`src/hw/rtl/bst_pkg.sv`:
```
package bst_pkg;

    localparam logic [4:0] KIND_INT  = 5'd0;
    localparam logic [4:0] KIND_ID   = 5'd1;
    localparam logic [4:0] KIND_STR  = 5'd2;
    localparam logic [4:0] KIND_LPAR = 5'd3;
    localparam logic [4:0] KIND_RPAR = 5'd4;
    localparam logic [4:0] KIND_LT   = 5'd5;
    localparam logic [4:0] KIND_GT   = 5'd6;
    localparam logic [4:0] KIND_LBRC = 5'd7;
    localparam logic [4:0] KIND_RBRC = 5'd8;
    localparam logic [4:0] KIND_COMA = 5'd9;
    localparam logic [4:0] KIND_DOT  = 5'd10;
    localparam logic [4:0] KIND_SEMI = 5'd11;
    localparam logic [4:0] KIND_EQ   = 5'd12;
    localparam logic [4:0] KIND_EQEQ = 5'd13;
    localparam logic [4:0] KIND_EQGT = 5'd14;
    localparam logic [4:0] KIND_EQLT = 5'd15;
    localparam logic [4:0] KIND_EOF  = 5'd16;
    localparam logic [4:0] KIND_ERR  = 5'd17;

    localparam logic [15:0] LINE_MAX = 16'hFFFF;

    typedef struct packed {
        logic [4:0] kind;
        logic [7:0] text;
        logic       has;
        logic       first;
        logic       last;
    } t_result;

    // one queue entry: all results caused by one input byte
    typedef struct packed {
        t_result [1:0] res;
        logic          two;
        logic [15:0]   line;
    } t_entry;

endpackage

```
`src/hw/rtl/bst_front.sv`:
```
module bst_front (
    input  logic              i_clk,
    input  logic              i_rst_n,
    input  logic              i_valid,
    input  logic [7:0]        i_char_byte,
    input  logic              i_full,
    output logic              o_push,
    output bst_pkg::t_entry   o_entry
);

    localparam logic [2:0] MODE_IDLE = 3'd0;
    localparam logic [2:0] MODE_INT  = 3'd1;
    localparam logic [2:0] MODE_ID   = 3'd2;
    localparam logic [2:0] MODE_STR  = 3'd3;
    localparam logic [2:0] MODE_EQ   = 3'd4;
    localparam logic [2:0] MODE_ERR  = 3'd5;

    localparam logic [7:0] CH_NUL   = 8'd0;
    localparam logic [7:0] CH_TAB   = 8'd9;
    localparam logic [7:0] CH_LF    = 8'd10;
    localparam logic [7:0] CH_CR    = 8'd13;
    localparam logic [7:0] CH_SPACE = 8'h20;
    localparam logic [7:0] CH_QUOTE = 8'h22;
    localparam logic [7:0] CH_EQ    = 8'h3D;
    localparam logic [7:0] CH_LT    = 8'h3C;
    localparam logic [7:0] CH_GT    = 8'h3E;

    function automatic bst_pkg::t_result mk(input logic [4:0] kind, input logic [7:0] b,
                                            input logic has, input logic first,
                                            input logic last);
        bst_pkg::t_result r;
        r.kind  = kind;
        r.text  = has ? b : 8'd0;
        r.has   = has;
        r.first = first;
        r.last  = last;
        return r;
    endfunction

    logic [2:0]  r_mode, n_mode;
    logic [7:0]  r_held, n_held;
    logic        r_held_v, n_held_v;
    logic        r_held_f, n_held_f;
    logic [15:0] r_line, n_line;

    logic             accept;
    logic [7:0]       c;
    logic             is_dig, is_alp, is_spc;
    logic             pk_ok;
    logic [4:0]       pk;
    logic [2:0]       st_mode;
    logic             st_hold, st_emit, st_eof;
    bst_pkg::t_result st_res;
    logic             use_start, goes_on, a_v, b_v;
    bst_pkg::t_result res_a, res_b;

    assign accept = i_valid && !i_full;
    assign c      = i_char_byte;
    assign is_dig = (c >= 8'h30) && (c <= 8'h39);
    assign is_alp = ((c >= 8'h61) && (c <= 8'h7A)) || ((c >= 8'h41) && (c <= 8'h5A));
    assign is_spc = (c == CH_CR) || (c == CH_LF) || (c == CH_SPACE) || (c == CH_TAB);

    always_comb begin
        pk_ok = 1'b1;
        unique case (c)
            8'h28:   pk = bst_pkg::KIND_LPAR;
            8'h29:   pk = bst_pkg::KIND_RPAR;
            CH_LT:   pk = bst_pkg::KIND_LT;
            CH_GT:   pk = bst_pkg::KIND_GT;
            8'h7B:   pk = bst_pkg::KIND_LBRC;
            8'h7D:   pk = bst_pkg::KIND_RBRC;
            8'h2C:   pk = bst_pkg::KIND_COMA;
            8'h2E:   pk = bst_pkg::KIND_DOT;
            8'h3B:   pk = bst_pkg::KIND_SEMI;
            default: begin
                pk    = bst_pkg::KIND_ERR;
                pk_ok = 1'b0;
            end
        endcase
    end

    // what the byte does when it arrives between tokens
    always_comb begin
        st_mode = MODE_IDLE;
        st_hold = 1'b0;
        st_emit = 1'b0;
        st_eof  = 1'b0;
        st_res  = '0;
        priority if (c == CH_NUL) begin
            st_emit = 1'b1;
            st_eof  = 1'b1;
            st_res  = mk(bst_pkg::KIND_EOF, CH_NUL, 1'b0, 1'b1, 1'b1);
        end else if (is_spc) begin
            st_mode = MODE_IDLE;
        end else if (is_dig) begin
            st_mode = MODE_INT;
            st_hold = 1'b1;
        end else if (is_alp) begin
            st_mode = MODE_ID;
            st_hold = 1'b1;
        end else if (c == CH_QUOTE) begin
            st_mode = MODE_STR;
        end else if (c == CH_EQ) begin
            st_mode = MODE_EQ;
            st_hold = 1'b1;
        end else if (pk_ok) begin
            st_emit = 1'b1;
            st_res  = mk(pk, c, 1'b1, 1'b1, 1'b1);
        end else begin
            st_emit = 1'b1;
            st_mode = MODE_ERR;
            st_res  = mk(bst_pkg::KIND_ERR, c, 1'b1, 1'b1, 1'b1);
        end
    end

    always_comb begin
        n_mode    = r_mode;
        n_held    = r_held;
        n_held_v  = r_held_v;
        n_held_f  = r_held_f;
        use_start = 1'b0;
        goes_on   = 1'b0;
        a_v       = 1'b0;
        b_v       = 1'b0;
        res_a     = '0;
        res_b     = '0;
        unique case (r_mode)
            MODE_INT, MODE_ID: begin
                goes_on = (r_mode == MODE_INT) ? is_dig : (is_dig || is_alp);
                a_v     = 1'b1;
                res_a   = mk((r_mode == MODE_INT) ? bst_pkg::KIND_INT : bst_pkg::KIND_ID,
                             r_held, 1'b1, r_held_f, !goes_on);
                if (goes_on) begin
                    n_held   = c;
                    n_held_v = 1'b1;
                    n_held_f = 1'b0;
                end else begin
                    use_start = 1'b1;
                end
            end
            MODE_STR: begin
                priority if (c == CH_QUOTE) begin
                    a_v      = 1'b1;
                    res_a    = r_held_v ? mk(bst_pkg::KIND_STR, r_held, 1'b1, r_held_f, 1'b1)
                                        : mk(bst_pkg::KIND_STR, CH_NUL, 1'b0, 1'b1, 1'b1);
                    n_mode   = MODE_IDLE;
                    n_held_v = 1'b0;
                    n_held_f = 1'b0;
                end else if (c == CH_NUL) begin
                    // unterminated string
                    a_v      = 1'b1;
                    res_a    = mk(bst_pkg::KIND_ERR, CH_NUL, 1'b0, 1'b1, 1'b1);
                    n_mode   = MODE_ERR;
                    n_held_v = 1'b0;
                    n_held_f = 1'b0;
                end else if (r_held_v) begin
                    a_v      = 1'b1;
                    res_a    = mk(bst_pkg::KIND_STR, r_held, 1'b1, r_held_f, 1'b0);
                    n_held   = c;
                    n_held_f = 1'b0;
                end else begin
                    n_held   = c;
                    n_held_v = 1'b1;
                    n_held_f = 1'b1;
                end
            end
            MODE_EQ: begin
                a_v = 1'b1;
                if ((c == CH_EQ) || (c == CH_GT) || (c == CH_LT)) begin
                    b_v      = 1'b1;
                    res_a    = mk((c == CH_EQ) ? bst_pkg::KIND_EQEQ :
                                  (c == CH_GT) ? bst_pkg::KIND_EQGT : bst_pkg::KIND_EQLT,
                                  CH_EQ, 1'b1, 1'b1, 1'b0);
                    res_b    = mk(res_a.kind, c, 1'b1, 1'b0, 1'b1);
                    n_mode   = MODE_IDLE;
                    n_held_v = 1'b0;
                    n_held_f = 1'b0;
                end else begin
                    res_a     = mk(bst_pkg::KIND_EQ, CH_EQ, 1'b1, 1'b1, 1'b1);
                    use_start = 1'b1;
                end
            end
            MODE_ERR: begin
                n_mode = MODE_ERR;
            end
            default: begin
                use_start = 1'b1;
            end
        endcase
        if (use_start) begin
            n_mode   = st_mode;
            n_held   = c;
            n_held_v = st_hold;
            n_held_f = st_hold;
            b_v      = st_emit;
            res_b    = st_res;
        end
    end

    always_comb begin
        n_line = r_line;
        if (use_start && st_eof) begin
            n_line = 16'd1;
        end else if ((c == CH_LF) && (r_mode != MODE_ERR) && (r_line != bst_pkg::LINE_MAX)) begin
            n_line = r_line + 16'd1;
        end
    end

    always_comb begin
        o_entry.line = r_line;
        if (a_v) begin
            o_entry.res[0] = res_a;
            o_entry.res[1] = res_b;
            o_entry.two    = b_v;
        end else begin
            o_entry.res[0] = res_b;
            o_entry.res[1] = res_b;
            o_entry.two    = 1'b0;
        end
    end

    assign o_push = accept && (a_v || b_v);

    always_ff @(posedge i_clk) begin
        if (!i_rst_n) begin
            r_mode   <= MODE_IDLE;
            r_held   <= 8'd0;
            r_held_v <= 1'b0;
            r_held_f <= 1'b0;
            r_line   <= 16'd1;
        end else if (accept) begin
            r_mode   <= n_mode;
            r_held   <= n_held;
            r_held_v <= n_held_v;
            r_held_f <= n_held_f;
            r_line   <= n_line;
        end
    end

endmodule

```
`src/hw/rtl/bst_queue.sv`:
```
module bst_queue #(
    parameter int DEPTH = 4
) (
    input  logic            i_clk,
    input  logic            i_rst_n,
    input  logic            i_push,
    input  bst_pkg::t_entry i_entry,
    input  logic            i_pop,
    output bst_pkg::t_entry o_head,
    output logic            o_empty,
    output logic            o_full
);

    localparam int PW = $clog2(DEPTH);
    localparam int CW = $clog2(DEPTH + 1);
    localparam logic [PW-1:0] LAST_PTR = PW'(DEPTH - 1);
    localparam logic [CW-1:0] FULL_CNT = CW'(DEPTH);

    bst_pkg::t_entry r_mem [DEPTH];
    logic [PW-1:0]   r_wr, r_rd;
    logic [CW-1:0]   r_count;

    assign o_head  = r_mem[r_rd];
    assign o_empty = (r_count == '0);
    assign o_full  = (r_count == FULL_CNT);

    always_ff @(posedge i_clk) begin
        if (i_push) begin
            r_mem[r_wr] <= i_entry;
        end
    end

    always_ff @(posedge i_clk) begin
        if (!i_rst_n) begin
            r_wr    <= '0;
            r_rd    <= '0;
            r_count <= '0;
        end else begin
            if (i_push) begin
                r_wr <= (r_wr == LAST_PTR) ? '0 : r_wr + PW'(1);
            end
            if (i_pop) begin
                r_rd <= (r_rd == LAST_PTR) ? '0 : r_rd + PW'(1);
            end
            unique case ({i_push, i_pop})
                2'b10:   r_count <= r_count + CW'(1);
                2'b01:   r_count <= r_count - CW'(1);
                default: r_count <= r_count;
            endcase
        end
    end

endmodule

```
`src/hw/rtl/bst_back.sv`:
```
module bst_back (
    input  logic            i_clk,
    input  logic            i_rst_n,
    input  bst_pkg::t_entry i_head,
    input  logic            i_empty,
    output logic            o_pop,
    input  logic            i_stall,
    output logic            o_valid,
    output logic [4:0]      o_token_kind,
    output logic [7:0]      o_text_byte,
    output logic            o_has_text,
    output logic            o_token_first,
    output logic            o_token_last,
    output logic [15:0]     o_line_number,
    output logic            o_run_last
);

    logic             r_valid;
    logic             r_sub;
    bst_pkg::t_result r_res;
    logic [15:0]      r_line;
    logic             r_run_last;

    logic free, load, last_slot;

    assign free      = !r_valid || !i_stall;
    assign load      = free && !i_empty;
    // second slot, or the only one
    assign last_slot = r_sub || !i_head.two;
    assign o_pop     = load && last_slot;

    always_ff @(posedge i_clk) begin
        if (!i_rst_n) begin
            r_valid <= 1'b0;
            r_sub   <= 1'b0;
        end else if (free) begin
            r_valid <= load;
            if (load) begin
                r_sub <= !last_slot;
            end
        end
    end

    always_ff @(posedge i_clk) begin
        if (load) begin
            r_res      <= i_head.res[r_sub];
            r_line     <= i_head.line;
            r_run_last <= last_slot;
        end
    end

    assign o_valid       = r_valid;
    assign o_token_kind  = r_res.kind;
    assign o_text_byte   = r_res.text;
    assign o_has_text    = r_res.has;
    assign o_token_first = r_res.first;
    assign o_token_last  = r_res.last;
    assign o_line_number = r_line;
    assign o_run_last    = r_run_last;

endmodule

```
`src/hw/rtl/byte_stream_tokenizer_core.sv`:
```
// Tokenizer for a byte stream, one source byte per request (byte 0 ends the input).
// The front end classifies a byte in the cycle it is taken and files every result that
// byte causes as one entry of a QUEUE_DEPTH-entry queue; the back end sends those results
// one per cycle from an output register while i_stall is low. A byte is taken every cycle
// while the queue has room; its results pass through the queue, then the output register.
// A byte causes no result for whitespace between tokens and two for "==", "=>", "=<" and
// for a byte that both closes and opens a token, so the sustained rate is one byte per
// cycle while i_stall is low, the output side being the limit when dense in such pairs.
module byte_stream_tokenizer_core #(
    parameter int QUEUE_DEPTH = 4
) (
    input  logic        i_clk,
    input  logic        i_rst_n,
    input  logic        i_valid,
    output logic        o_stall,
    input  logic [7:0]  i_char_byte,
    output logic        o_valid,
    input  logic        i_stall,
    output logic [4:0]  o_token_kind,
    output logic [7:0]  o_text_byte,
    output logic        o_has_text,
    output logic        o_token_first,
    output logic        o_token_last,
    output logic [15:0] o_line_number,
    output logic        o_run_last
);

    logic            push, pop, empty, full;
    bst_pkg::t_entry entry, head;

    bst_front u_front (
        .i_clk       (i_clk),
        .i_rst_n     (i_rst_n),
        .i_valid     (i_valid),
        .i_char_byte (i_char_byte),
        .i_full      (full),
        .o_push      (push),
        .o_entry     (entry)
    );

    bst_queue #(
        .DEPTH (QUEUE_DEPTH)
    ) u_queue (
        .i_clk   (i_clk),
        .i_rst_n (i_rst_n),
        .i_push  (push),
        .i_entry (entry),
        .i_pop   (pop),
        .o_head  (head),
        .o_empty (empty),
        .o_full  (full)
    );

    bst_back u_back (
        .i_clk         (i_clk),
        .i_rst_n       (i_rst_n),
        .i_head        (head),
        .i_empty       (empty),
        .o_pop         (pop),
        .i_stall       (i_stall),
        .o_valid       (o_valid),
        .o_token_kind  (o_token_kind),
        .o_text_byte   (o_text_byte),
        .o_has_text    (o_has_text),
        .o_token_first (o_token_first),
        .o_token_last  (o_token_last),
        .o_line_number (o_line_number),
        .o_run_last    (o_run_last)
    );

    assign o_stall = full;

endmodule

```
`config.mk`:
```
export PLATFORM = sky130hd
export DESIGN_NAME = byte_stream_tokenizer_core
export DESIGN_NICKNAME = d
export VERILOG_FILES = /design/src/hw/rtl/bst_pkg.sv /design/src/hw/rtl/bst_front.sv /design/src/hw/rtl/bst_queue.sv /design/src/hw/rtl/bst_back.sv /design/src/hw/rtl/byte_stream_tokenizer_core.sv
export SDC_FILE = /design/constraint.sdc
export NUM_CORES = 1
export LEC_CHECK = 0
export ABC_AREA = 1
export BUFFER_PORTS_ARGS = -buffer_cell sky130_fd_sc_hd__buf_4
export CAP_MARGIN = 20
export CORE_ASPECT_RATIO = 1.1
export CORE_UTILIZATION = 35
export DETAILED_ROUTE_END_ITERATION = 10
export HOLD_SLACK_MARGIN = 0.02
export PLACE_DENSITY = 0.6
export REMOVE_ABC_BUFFERS = 1
export SLEW_MARGIN = 10
export SYNTH_ARGS = -nofsm -noshare
export SYNTH_HDL_FRONTEND = slang
export SYNTH_SLANG_ARGS = --single-unit
```
`constraint.sdc`:
```
create_clock -name i_clk -period 10 [get_ports i_clk]
set_clock_uncertainty 0.15 [all_clocks]
set_input_delay 1 -clock i_clk [delete_from_list [all_inputs] [get_ports i_clk]]
set_output_delay 1 -clock i_clk [all_outputs]
set_load 0.005 [all_outputs]
```
==> metrics <==
final-report setup violation count 0; Worst VDD drop 245.4 uV; clock slew at the register clock pins of the worst setup and hold paths 0.06 ns; syn_area_per_cell 10.78 um2; PnR Total Power 4.043 mW; count of antenna diodes in the layout 0; fraction of layout cells with a size suffix above 1 12.37%; cells resized by post-CTS repair 0; total via count in the routed design 7748; max capacitance violation total 0; DRC violation total after the first TritonRoute iteration 507; launching instance or port of the critical path i_char_byte[6]; total power per unit cell area 308.6 mW/mm2; Critical Path AT 3.79 ns; Worst Path Max Fanout 12; number of search-and-repair iterations in the first detailed-routing pass 5; total grt overflow 0; Rows 69; final WL 26.58 mm; Post-DP Area 0.01228 mm2; area fraction of the dominant cell type after synthesis 59.95%; largest cells by area after synthesis sky130_fd_sc_hd__edfxtp_1, sky130_fd_sc_hd__nor2_1, sky130_fd_sc_hd__dfxtp_1, sky130_fd_sc_hd__o21ai_0, sky130_fd_sc_hd__nand2_1; Crit. path cell count 19; number of synthesized register bits 269; startpoint of the most critical register-to-register path u_front.r_mode[1]$_SDFFE_PN0P_; largest incremental delay on the critical path 0.37 ns; kind of critical path in -> reg; total CTS buffers 27; all-layer global routing usage 16.04%; number of buffer cells added on primary ports 46; Boundary Pins 47; Ys Warns 0; LEAKAGE 4.817 nW; fill cell instance count of the final layout 3146; max_slew headroom 34.74%; timing-limited maximum frequency 283.9 MHz; Bufs on Longest Clock Path 3; vias in the first global route 7551; result of the run completed; antenna violations before repair 0; pin count of the biggest net entering global routing 97; Final Hold Viols 0; dominant cell type by area after synthesis sky130_fd_sc_hd__edfxtp_1; summed instance area of the synthesized netlist 0.01147 mm2; effective utilization at floorplan 35.53%; sequential cell area in the final layout 0.007679 mm2; Post-synth EDFFs 229; cell at the root of the clock tree sky130_fd_sc_hd__clkbuf_16; r2r endpoint u_queue.r_count[2]$_SDFFE_PN0P_; Via density 4.999; CP startpoint kind input pin; count of mapped cells out of synthesis 1064; final weighted congestion in routability-driven placement 0.8568; time the final worst path needs with I/O delays and setup 3.523 ns; total setup buffers inserted after CTS 0; area of the core 0.03229 mm2; setup repair after global routing missed its margin false; Required @ worst endpoint 10.26 ns; cell type group with the largest total delay on the critical path simple AND/OR/NAND/NOR gates; combined area of the multi-input logic cells 0.003371 mm2; number of nets with antenna violations after routing 0; CP most frequent cell sky130_fd_sc_hd__nand2_2; ratio of final minimum period to clock period 35.23%; Die Y 191.9 um; count of cell types in the netlist 42; HPWL after DPL 16.22 mm; first-pass GRT wire length 41.92 mm; number of clock sinks seen by CTS 269; share of synthesized flip-flops with an asynchronous set or reset 0%; die area 0.03350 mm2; Syn-to-layout area delta 14.23%; commonest cells after routing, fill and taps aside sky130_fd_sc_hd__edfxtp_1, sky130_fd_sc_hd__nor2_1, sky130_fd_sc_hd__o21ai_0, sky130_fd_sc_hd__nand2_1, sky130_fd_sc_hd__inv_1; hold-fix buffers at CTS 0; proportion of synthesized chip area in sequential cells 66.93%; slew at the pin closest to its max-slew limit 0.9788 ns; TritonCTS clock tree done; most frequent standard cell in the layout excluding fill and tap cells sky130_fd_sc_hd__edfxtp_1; kind of capture point of the worst setup path flop; clk_lat worst skew 0.53 ns; final non-filler cell area 0.01310 mm2; type of the most critical hold path reg -> reg; net count of the finished layout 1125; residual DRC count 0; critical path cell sequence buf_4, inv_1, nand2_1, nor2_2, nand2_2, nand2_2, nor2_4, nand2_2, nand3_2, nand2_1, nand2_4, nand2_4, ha_1, inv_1, fa_1, a21oi_1, o21ai_0, o21ai_0, a21oi_1; Worst setup endpoint u_queue.r_count[2]$_SDFFE_PN0P_; sum of negative setup slack 0 ns; width of the die 174.6 um; logic depth of the worst register-to-register path 18; slack of the worst reg-to-reg path 6.72 ns; final routed wire length divided by cell count 17.15 um; slowest cell on the critical path sky130_fd_sc_hd__fa_1; CTS HTree Levels 1; Buf/Inv on CP 3; max-slew violation total from the final report 0; Synth Flop Type sky130_fd_sc_hd__edfxtp_1
where the power goes:
group,internal [mW],total [mW],switching [mW]
clock,0.543,0.952,0.409
combinational,0.384,1.32,0.934
sequential,1.69,1.77,0.0804
total,2.62,4.04,1.42
through the flow:
step                      utilization (%)  instances  hold slack [ns]  setup WS, ns
final                               40.58       1550           0.3488         6.477
after global routing                40.58       1550           0.3750         6.221
after CTS                           40.58       1550           0.3552         6.525
after detailed placement            38.02       1502           0.3375         5.962
after global placement              38.02       1502           0.3245         5.963
after floorplan                         -       1020           0.3054         4.189
state kept, by name, indices dropped and copies added (netlist names), 2 cells and up, named ones only:
| name | flops |
|---|---|
| u_back.o_line_number | 16 |
| u_back.o_text_byte | 8 |
| u_back.o_token_kind | 5 |
| u_front.r_held | 8 |
| u_front.r_line | 16 |
| u_front.r_mode | 3 |
| u_queue.r_count | 3 |
| u_queue.r_mem | 196 |
| u_queue.r_rd | 2 |
| u_queue.r_wr | 2 |
per-layer routing:
| layer | GRT usage (%) | share of wire (%) | wire, um |
|---|---|---|---|
| met1 | 20.84 | 45 | 11990 |
| met2 | 28.04 | 49 | 13040 |
| met4 | 4.716 | 2.0 | 534 |
| met3 | 1.999 | 3.8 | 1005 |
| met5 | 0 | 0 | 0 |
worst reg2reg max path, delay by kind of cell (launching register included):
kind	cells	cell delay [ns]
AO/OA/AOI/OAI	4	0.45
adder cells (fa/ha/maj)	2	0.55
buffers and inverters	4	0.34
flip-flops	1	0.33
AND/OR/NAND/NOR	8	1.33
logic make-up (layout without fill, tap and decap cells):
group	after synthesis	after routing	share of synthesized area (%)
fa+ha+maj	8	8	0.9380
xor+xnor	15	15	1.145
simple gates	440	440	16.57
flops	269	269	66.93
buf+inv	117	177	4.079
compound gates	215	215	10.34
how the worst min path moves through the flow:
stage                                     from                         endpoint  slack, ns  cells after the start
2_1_floorplan   u_front.r_held[1]$_SDFFE_PN0P_   u_front.r_held[1]$_SDFFE_PN0P_       0.31                      2
3_5_place_dp   u_queue.r_count[1]$_SDFFE_PN0P_  u_queue.r_count[1]$_SDFFE_PN0P_       0.34                      2
4_1_cts         u_front.r_held[7]$_SDFFE_PN0P_   u_front.r_held[7]$_SDFFE_PN0P_       0.36                      2
6_report        u_front.r_held[7]$_SDFFE_PN0P_   u_front.r_held[7]$_SDFFE_PN0P_       0.35                      2
5_1_grt         u_front.r_held[7]$_SDFFE_PN0P_   u_front.r_held[7]$_SDFFE_PN0P_       0.37                      2
3_3_place_gp   u_queue.r_count[1]$_SDFFE_PN0P_  u_queue.r_count[1]$_SDFFE_PN0P_       0.32                      2
layout make-up:
| type | count | area share, % |
|---|---|---|
| Inverter | 73 | 2.091 |
| Multi-Input combinational cell | 678 | 25.72 |
| Clock buffer | 36 | 5.643 |
| Sequential cell | 269 | 58.60 |
| Clock inverter | 12 | 0.6684 |
| Tap cell | 426 | 4.068 |
| Timing Repair Buffer | 56 | 3.208 |
synthesized netlist by cell type, types with 3 or more instances:
master                     count
sky130_fd_sc_hd__a21oi_1      26
sky130_fd_sc_hd__a31oi_1      17
sky130_fd_sc_hd__buf_6         3
sky130_fd_sc_hd__clkbuf_1     36
sky130_fd_sc_hd__dfxtp_1      40
sky130_fd_sc_hd__edfxtp_1    229
sky130_fd_sc_hd__ha_1          7
sky130_fd_sc_hd__inv_1        67
sky130_fd_sc_hd__inv_2         5
sky130_fd_sc_hd__nand2_1     112
sky130_fd_sc_hd__nand2_2       9
sky130_fd_sc_hd__nand2_4       4
sky130_fd_sc_hd__nand3_1      40
sky130_fd_sc_hd__nand3_2       3
sky130_fd_sc_hd__nand4_1      16
sky130_fd_sc_hd__nor2_1      230
sky130_fd_sc_hd__nor2_2        6
sky130_fd_sc_hd__nor2_4        3
sky130_fd_sc_hd__nor3_1       12
sky130_fd_sc_hd__o211ai_1      3
sky130_fd_sc_hd__o21ai_0     123
sky130_fd_sc_hd__o21ai_2       3
sky130_fd_sc_hd__o22ai_1      34
sky130_fd_sc_hd__xnor2_1       5
sky130_fd_sc_hd__xor2_1       10
Note: power is estimated with default switching activity, not from simulation.
